**config.mk**
```make
export PLATFORM = sky130hd
export DESIGN_NAME = three_layer_pixel_compositor
export DESIGN_NICKNAME = d
export VERILOG_FILES = /design/src/rtl/core/tpc_pkg.sv /design/src/rtl/core/three_layer_pixel_compositor.sv
export SDC_FILE = /design/constraint.sdc
export NUM_CORES = 2
export LEC_CHECK = 0
export BUFFER_PORTS_ARGS = -buffer_cell sky130_fd_sc_hd__buf_4
export CORE_ASPECT_RATIO = 2
export CORE_MARGIN = 10
export CORE_UTILIZATION = 33
export DETAILED_ROUTE_END_ITERATION = 12
export PLACE_DENSITY = 0.6
export SYNTH_ARGS = -nofsm -noshare
export SYNTH_HDL_FRONTEND = slang
export SYNTH_SLANG_ARGS = --single-unit
export TNS_END_PERCENT = 20
```
**constraint.sdc**
```tcl
create_clock -name clk -period 5.7 [get_ports clk]
set_clock_uncertainty 0.15 [all_clocks]
set_input_delay 0.57 -clock clk [delete_from_list [all_inputs] [get_ports clk]]
set_output_delay 0.57 -clock clk [all_outputs]
set_load 0.05 [all_outputs]
```
**src/rtl/core/tpc_pkg.sv**
```systemverilog
// Package for the three-layer pixel compositor.
// Holds the beat structs, the blend path codes and the channel arithmetic helpers.
// No dependencies.
package tpc_pkg;

	localparam logic [7:0] CH_MAX = 8'hFF;

	typedef struct packed {
		logic        last_pixel;
		logic [31:0] background_rgba;
		logic [31:0] character_rgba;
		logic [31:0] frame_rgba;
	} pixel_t;

	typedef struct packed {
		logic [31:0] composite_rgba;
		logic        last_pixel_out;
	} result_t;

	typedef enum logic [1:0] {
		PATH_FRAME = 2'd0,
		PATH_CHAR  = 2'd1,
		PATH_BG    = 2'd2,
		PATH_BLEND = 2'd3
	} path_t;

	// Weighted sum top*a + bottom*(255-a); never exceeds 65025.
	function automatic logic [15:0] mix_sum(logic [7:0] top, logic [7:0] bottom,
		logic [7:0] a);
		logic [15:0] pt;
		logic [15:0] pb;
		logic [16:0] s;
		pt = 16'(top) * 16'(a);
		pb = 16'(bottom) * 16'(CH_MAX - a);
		s  = 17'(pt) + 17'(pb);
		return s[15:0];
	endfunction

	// Exact truncating division by 255 for inputs up to 65025.
	function automatic logic [7:0] div255(logic [15:0] x);
		logic [16:0] t;
		t = 17'(x) + 17'(x[15:8]) + 17'd1;
		return t[15:8];
	endfunction

endpackage

```
**src/rtl/core/three_layer_pixel_compositor.sv**
```systemverilog
// An accepted pixel beat is registered in stages 1, 2, 3 and 4 in turn; stage 4 drives the result beat.
// Throughput: one pixel per cycle while result_stall is low; each stage holds its beat only while the next one is full.
// Stage 1 blends character over background, stage 2 divides by 255 and picks the pass-through layer,
// stage 3 blends the frame over that, stage 4 divides again; the output selects blend or pass-through.
// Reset (arst_n low, asynchronous) clears all stage valid bits; no data is cleared.
// Depends on tpc_pkg.
module three_layer_pixel_compositor (
	input  logic             clk,
	input  logic             arst_n,
	input  logic             pixel_valid,
	output logic             pixel_stall,
	input  tpc_pkg::pixel_t  pixel,
	output logic             result_valid,
	input  logic             result_stall,
	output tpc_pkg::result_t result
);
	import tpc_pkg::*;

	logic en1, en2, en3, en4;
	logic valid_s1, valid_s2, valid_s3, valid_s4;

	path_t       path_c;
	logic [7:0]  fa_c, ca_c;
	logic [15:0] sum1_c [3];
	logic [7:0]  mid_c [3];
	logic [31:0] pass_c;
	logic [15:0] sum3_c [3];
	logic [7:0]  out_c [3];

	path_t       path_s1, path_s2, path_s3, path_s4;
	logic        last_s1, last_s2, last_s3, last_s4;
	logic [31:0] frame_s1, frame_s2;
	logic [31:0] char_s1, bg_s1;
	logic [15:0] sum_s1 [3];
	logic [7:0]  mid_s2 [3];
	logic [31:0] pass_s2, pass_s3, pass_s4;
	logic [15:0] sum_s3 [3];
	logic [31:0] comp_s4;

	assign en4 = !valid_s4 || !result_stall;
	assign en3 = !valid_s3 || en4;
	assign en2 = !valid_s2 || en3;
	assign en1 = !valid_s1 || en2;
	assign pixel_stall = !en1;

	always_ff @(posedge clk or negedge arst_n) begin
		if (!arst_n) begin
			valid_s1 <= 1'b0;
			valid_s2 <= 1'b0;
			valid_s3 <= 1'b0;
			valid_s4 <= 1'b0;
		end else begin
			if (en1) valid_s1 <= pixel_valid;
			if (en2) valid_s2 <= valid_s1;
			if (en3) valid_s3 <= valid_s2;
			if (en4) valid_s4 <= valid_s3;
		end
	end

	always_comb begin
		fa_c = pixel.frame_rgba[31:24];
		ca_c = pixel.character_rgba[31:24];
		priority if (fa_c == CH_MAX) begin
			path_c = PATH_FRAME;
		end else if (fa_c == 8'd0 && ca_c == CH_MAX) begin
			path_c = PATH_CHAR;
		end else if (fa_c == 8'd0 && ca_c == 8'd0) begin
			path_c = PATH_BG;
		end else begin
			path_c = PATH_BLEND;
		end
		for (int i = 0; i < 3; i++) begin
			sum1_c[i] = mix_sum(pixel.character_rgba[8*i +: 8],
				pixel.background_rgba[8*i +: 8], ca_c);
		end
	end

	always_ff @(posedge clk) begin
		if (en1) begin
			path_s1  <= path_c;
			last_s1  <= pixel.last_pixel;
			frame_s1 <= pixel.frame_rgba;
			char_s1  <= pixel.character_rgba;
			bg_s1    <= pixel.background_rgba;
			sum_s1   <= sum1_c;
		end
	end

	always_comb begin
		for (int i = 0; i < 3; i++) begin
			mid_c[i] = div255(sum_s1[i]);
		end
		unique case (path_s1)
			PATH_FRAME: pass_c = frame_s1;
			PATH_CHAR:  pass_c = char_s1;
			PATH_BG:    pass_c = bg_s1;
			PATH_BLEND: pass_c = frame_s1;
			default:    pass_c = frame_s1;
		endcase
	end

	always_ff @(posedge clk) begin
		if (en2) begin
			path_s2  <= path_s1;
			last_s2  <= last_s1;
			frame_s2 <= frame_s1;
			mid_s2   <= mid_c;
			pass_s2  <= pass_c;
		end
	end

	always_comb begin
		for (int i = 0; i < 3; i++) begin
			sum3_c[i] = mix_sum(frame_s2[8*i +: 8], mid_s2[i], frame_s2[31:24]);
		end
	end

	always_ff @(posedge clk) begin
		if (en3) begin
			path_s3 <= path_s2;
			last_s3 <= last_s2;
			pass_s3 <= pass_s2;
			sum_s3  <= sum3_c;
		end
	end

	always_comb begin
		for (int i = 0; i < 3; i++) begin
			out_c[i] = div255(sum_s3[i]);
		end
	end

	always_ff @(posedge clk) begin
		if (en4) begin
			path_s4 <= path_s3;
			last_s4 <= last_s3;
			pass_s4 <= pass_s3;
			comp_s4 <= {CH_MAX, out_c[2], out_c[1], out_c[0]};
		end
	end

	assign result_valid          = valid_s4;
	assign result.composite_rgba = (path_s4 == PATH_BLEND) ? comp_s4 : pass_s4;
	assign result.last_pixel_out = last_s4;

	a_stall_only_when_full: assert property (@(posedge clk) disable iff (!arst_n)
		pixel_stall |-> (valid_s1 && valid_s2 && valid_s3 && valid_s4 && result_stall))
		else $error("input stalled while the pipeline has a free stage");

	a_blend_opaque: assert property (@(posedge clk) disable iff (!arst_n)
		(valid_s4 && path_s4 == PATH_BLEND) |-> (result.composite_rgba[31:24] == CH_MAX))
		else $error("blended result is not opaque");

	a_stage1_holds: assert property (@(posedge clk) disable iff (!arst_n)
		(valid_s1 && !en2) |=> (valid_s1 && $stable(path_s1) && $stable(frame_s1)
			&& $stable(last_s1)))
		else $error("stage 1 beat changed while held");

	a_stage3_holds: assert property (@(posedge clk) disable iff (!arst_n)
		(valid_s3 && !en4) |=> (valid_s3 && $stable(path_s3) && $stable(pass_s3)
			&& $stable(last_s3)))
		else $error("stage 3 beat changed while held");

endmodule
```
======== Yosys cells after proc, flatten, opt, wreduce, memory -nomap -nowiden ========
Cells that the tools add are included.
word-level totals
  register bits ........................... 384
  input port bits ......................... 101
  output and inout bits ................... 35
  word-level logic and storage cells ...... 89
cells by class
  add/subtract/negate cells ............... 20
  $mul .................................... 12
  eq/ne operators ......................... 6
  multiplexer cells ....................... 4
  reductions and logical operators ........ 17
operators with widths
  kind                     number
  $add A16 B1 Y16 const B  6
  $add A16 B16 Y16         6
  $add A16 B8 Y16          6
  $mul A8 B8 Y16           6
  $pmux W32 S3             1
  $mul A8 B16 Y16          4
  $mul A9 B9 Y16           2
  $mux W32                 1
  $sub A8 B8 Y9 const A    2
  $eq A8 B8 Y1 const B     2
  $logic_not A8 Y1         2
  $eq A2 B2 Y1 const B     3
  $logic_not A1 Y1         6
  $logic_or A1 B1 Y1       4
  $reduce_or A2 Y1         2
  $eq A2 B1 Y1 const B     1
  $logic_and A1 B1 Y1      2
  $logic_not A2 Y1         1
  $mux W1                  2

======== Logic depth before layout (Yosys ltp) ========
  word-level depth ........................ 6
  depth in mapped cells ................... 22

======== Worst setup path after synthesis ========
Ideal clock, no wire load.
  path kind ............................... register to output
  from .................................... register valid_s4, in the netlist result_valid
  to ...................................... output pixel_stall
  data arrival time ....................... 6.126 ns
  setup slack ............................. -1.146 ns
  cell stages (with the launch flop) ...... 4
  buffers on the path ..................... 0
  cells stage by stage .................... dfrtp_1 and3_1 nand3_1 inv_1
between the ends
  longest elaborated chain between the ends .. 6
RTL lines
  what                      line                                source
  start: declaration        three_layer_pixel_compositor.sv:20  logic valid_s1, valid_s2, valid_s3, valid_s4;
  start signal: assignment  three_layer_pixel_compositor.sv:56  if (en4) valid_s4 <= valid_s3;
  $logic_not A1 Y1          three_layer_pixel_compositor.sv:40  assign en4 = !valid_s4 || !result_stall;
  $logic_or A1 B1 Y1        three_layer_pixel_compositor.sv:40
  $logic_or A1 B1 Y1        three_layer_pixel_compositor.sv:41  assign en3 = !valid_s3 || en4;
  $logic_or A1 B1 Y1        three_layer_pixel_compositor.sv:42  assign en2 = !valid_s2 || en3;
  $logic_or A1 B1 Y1        three_layer_pixel_compositor.sv:43  assign en1 = !valid_s1 || en2;
  $logic_not A1 Y1          three_layer_pixel_compositor.sv:44  assign pixel_stall = !en1;
  end: declaration          three_layer_pixel_compositor.sv:11  output logic pixel_stall,
Every way passes these cells.

==> summary.md <==
| Metric | Value |
|---|---|
| Post-synth ARST share | about 1.0% |
| Worst Hold Class | in -> reg |
| Core Box Area | 123000 sq um |
| Share of cells above drive strength 1 | 13.9% |
| H-tree depth | 2 |
| Final Hold Violating Endpoints | 0 |
| Initial antenna violation count | 1 |
| Reg area | about 12000 sq um |
| Most frequent cells in the layout | 838 x inv_1, 564 x fa_1, 416 x ha_1 |
| Area of the multi-input gates | 26100 sq um |
| Nature of the critical path endpoint | register |
| Hold endpoint | frame_s1[11]$_DFFE_PN_ |
| Total gr overflow | 0 |
| Flop2flop setup slack | -0.03 ns |
| Hold Crit Start | pixel[11] |
| Initial DRC Count | 1010 |
| Type of the worst setup path | reg -> reg |
| Crit path required time | 6.00 ns |
| Status | complete, but fails checks |
| CP startpoint kind | register |
| DP Wirelength | 86300 microns |
| Initial Util | about a third |
| Die H | 518 microns |
| Most common cell after layout, fill and taps aside | inv_1 |
| Fillers | approximately 12000 |
| Main synth FF type | edfxtp_1 |
| Final setup violating endpoints | 2 |
| Clk buf depth | 3 |
| Mux cell area share after synthesis | 0.826% |
| CTS tree | yes |
| Post-synthesis adder-cell area fraction | between 40% and 50% |
| Slowest stage cell, crit path | fa_1 |
| Post-synthesis cell type count | 66 |
| Global-route usage over all layers | 14.9% |
| Pre-Repair DR Iteration Count | 5 |
| Worst EP arrival | 6.03 ns |
| Routed WL | 103000 microns |
| Worst-Margin Slew | 0.919 ns |
| Post-synthesis area per instance | 10.8 sq um |
| Tmin final | ~5.7 ns |
| Die Wd | 269 microns |
| Cells after synthesis | 3801 |
| Port Buffer Count | 135 |
| CP cell instances | buf_6 > buf_4 > buf_12 > and2_1 > fa_1 > ha_1 > inv_1 > fa_1 > inv_1 > fa_1 > inv_1 > fa_1 > inv_1 > fa_1 > ha_1 > o21a_1 > a21oi_2 > buf_4 > o21a_1 > nor3_1 > buf_4 > or3b_2 > nand3_2 |
| Remaining DRCs | 0 |
| Largest net degree at the start of global routing | between 90 and 100 |
| Mapped cell area | 40900 sq um |
| Final nets | 5272 |
| Fmax | 0.174 GHz |
| Hold Path Cell Cnt | 1 |
| Yosys warns | 0 |
| CP dominant cell by count | fa_1 |
| Worst r2r path cells | 23 |
| Number of global-route vias before repair | 30200 |
| Via count | 26900 |
| DIE AREA | ~140000 sq um |
| Clk_lat worst skew | 0.59 ns |
| Wirelength per Cell | ~18 microns |
| CP max stage delay | between 0.5 and 0.6 ns |
| Bufs and invs on worst path | 9 |
| Routability cong. | 0.917 |
| Layout area overhead | 16.1% |
| CTS Buf Count | 35 |
| Tcrit/Tclk final | 101% |
| Largest family of logic cells by synthesized area | adder cells |
| Clk sink count | 384 |
| Routed Antenna Nets | 0 |
| Simple-Gate Fraction of Synth Area | 13.7% |
| Crit Path Max Fanout | 15 |
| First-pass GRT wire length | 162000 microns |
| Max transition margin | slightly below 40% |
| Post-synth EDFFs | between 300 and 400 |
| Failing checks | negative setup slack |
| Worst R2R End | sum_s3[47]$_DFFE_PP_ |
| Reg clk slew, reported paths | 0.08 ns |
| Worst Setup SP | frame_s2[25]$_DFFE_PP_ |
| Slew Viols, Final | 0 |
| FF-to-FF Start | frame_s2[25]$_DFFE_PP_ |
| Final WS setup | -0.0312 ns |
| Yosys reg bits | 384 |
| Max Cap Viol | 0 |
| Root Buffer | clkbuf_16 |
| I/O pins | 136 |
| Fin util | 38.6% |
| RSZ-0062 raised after global routing | yes |
| Number of vias per cell | 4.67 |
| Top Family by Delay on Critical Path | adder cells |
| XOR/XNOR share of the synthesized area | 2.70% |
| Row cnt | 182 |
| Compound-Gate Fraction of Synth Area | 4.79% |
| Seq/Total Area, Yosys | 28.1% |
==> worst register-to-register path: stages (launching register included) <==
cell,delay [ns]
edfxtp_1,0.40
buf_6,0.15
buf_4,0.14
buf_12,0.14
and2_1,0.15
fa_1,0.49
ha_1,0.15
inv_1,0.06
fa_1,0.55
inv_1,0.06
fa_1,0.53
inv_1,0.05
fa_1,0.47
inv_1,0.05
fa_1,0.44
ha_1,0.32
o21a_1,0.13
a21oi_2,0.17
buf_4,0.14
o21a_1,0.11
nor3_1,0.06
buf_4,0.13
or3b_2,0.48
nand3_2,0.09
==> worst max-delay path by stage <==
| stage | cells after the start | endpoint | slack (ns) |
|---|---|---|---|
| 3_5_place_dp | 18 | sum_s1[15]$_DFFE_PN_ | -0.34 |
| 2_1_floorplan | 21 | sum_s1[15]$_DFFE_PN_ | -0.08 |
| 5_1_grt | 23 | sum_s3[47]$_DFFE_PP_ | -0.22 |
| 6_report | 23 | sum_s3[47]$_DFFE_PP_ | -0.03 |
| 3_3_place_gp | 20 | sum_s1[15]$_DFFE_PN_ | -0.32 |
| 4_1_cts | 23 | sum_s3[47]$_DFFE_PP_ | -0.1 |
==> cell type report <==
cell class,instances,share of cell area (%)
clock buffer,42,1.96
tap,1564,4.12
inverter,844,6.67
timing repair buffer,434,7.64
antenna,1,0.00527
clock inverter,21,0.427
sequential,384,24.2
multi-input combinational,2472,54.9
==> synthesized netlist by cell type, types with 4 or more instances <==
| master | instances | area share, % |
|---|---|---|
| ha_1 | 426 | 13 |
| and2_1 | 207 | 3.2 |
| o21a_1 | 22 | 0.40 |
| edfxtp_1 | 380 | 28 |
| fa_1 | 574 | 28 |
| nand2b_1 | 148 | 2.3 |
| and3_1 | 17 | 0.26 |
| dfrtp_1 | 4 | 0.24 |
| a21o_1 | 20 | 0.37 |
| nor3_1 | 19 | 0.23 |
| xor2_1 | 32 | 0.69 |
| nor2_1 | 62 | 0.57 |
| nor4_1 | 7 | 0.11 |
| xnor2_1 | 94 | 2.0 |
| a211oi_1 | 9 | 0.17 |
| a211oi_2 | 6 | 0.18 |
| a211o_1 | 7 | 0.15 |
| a21oi_1 | 51 | 0.62 |
| buf_1 | 13 | 0.12 |
| nand3_1 | 31 | 0.38 |
| inv_1 | 844 | 7.7 |
| nor2b_1 | 257 | 3.9 |
| mux2_2 | 30 | 0.83 |
| a31oi_1 | 4 | 0.061 |
| or3_1 | 6 | 0.092 |
| nand2_1 | 251 | 2.3 |
| a22oi_1 | 32 | 0.59 |
| nand4_1 | 9 | 0.14 |
| a2111oi_0 | 4 | 0.086 |
| o211ai_1 | 14 | 0.26 |
| o21bai_1 | 9 | 0.17 |
| clkbuf_1 | 91 | 0.83 |
| o21ai_0 | 64 | 0.78 |
==> per-stage QoR <==
stage                     instance area [sq um]  worst slack [ns]  cells  hold slack [ns]  setup TNS, ns
after global placement                    45900            -0.317   5668            0.217          -2.99
final                                     47500           -0.0312   5762           0.0430        -0.0489
after floorplan                           41100           -0.0766   3806            0.124         -0.111
after global routing                      47500            -0.219   5762           0.0219          -1.38
after detailed placement                  45900            -0.338   5668            0.218          -4.14
after CTS                                 47200           -0.0993   5747          0.00648         -0.198
==> routing by layer <==
layer / vias to the layer above / GRT usage (%) / part of all wire (%)
met5: - / 0 / 0
met4: 0 / 8.19 / 6.3
met3: 242 / 1.06 / 2.3
met2: 514 / 29.5 / 57
met1: 13500 / 14.8 / 34
li1: 12600 / - / -
==> state kept, by name (all words and copies together) (netlist names), 2 cells and up <==
register / cells
path_s4: 2
frame_s1: 32
path_s3: 2
sum_s1: 48
path_s1: 2
pass_s4: 32
char_s1: 32
bg_s1: 32
sum_s3: 48
comp_s4: 24
pass_s3: 32
path_s2: 2
mid_s2: 24
pass_s2: 32
frame_s2: 32
==> kinds of logic after synthesis <==
family | after synthesis
AND/OR/NAND/NOR | 1028
multiplexers | 30
adder cells (fa/ha/maj) | 1000
other | 1
AO/OA/AOI/OAI | 282
buffers and inverters | 950
XOR/XNOR | 126
flip-flops | 384
==> timing repair <==
item,in CTS,in global routing
gates resized for setup,12,36
hold buffers,14,0
pin swaps,9,19
endpoints found under the hold margin,17,0
cloned,0,4
buffers inserted,2,10
setup endpoints to repair,5,19
Power is left out: the tool's default activity adds up to more than one toggle a clock period on the data nets, which glitch-free logic cannot reach.
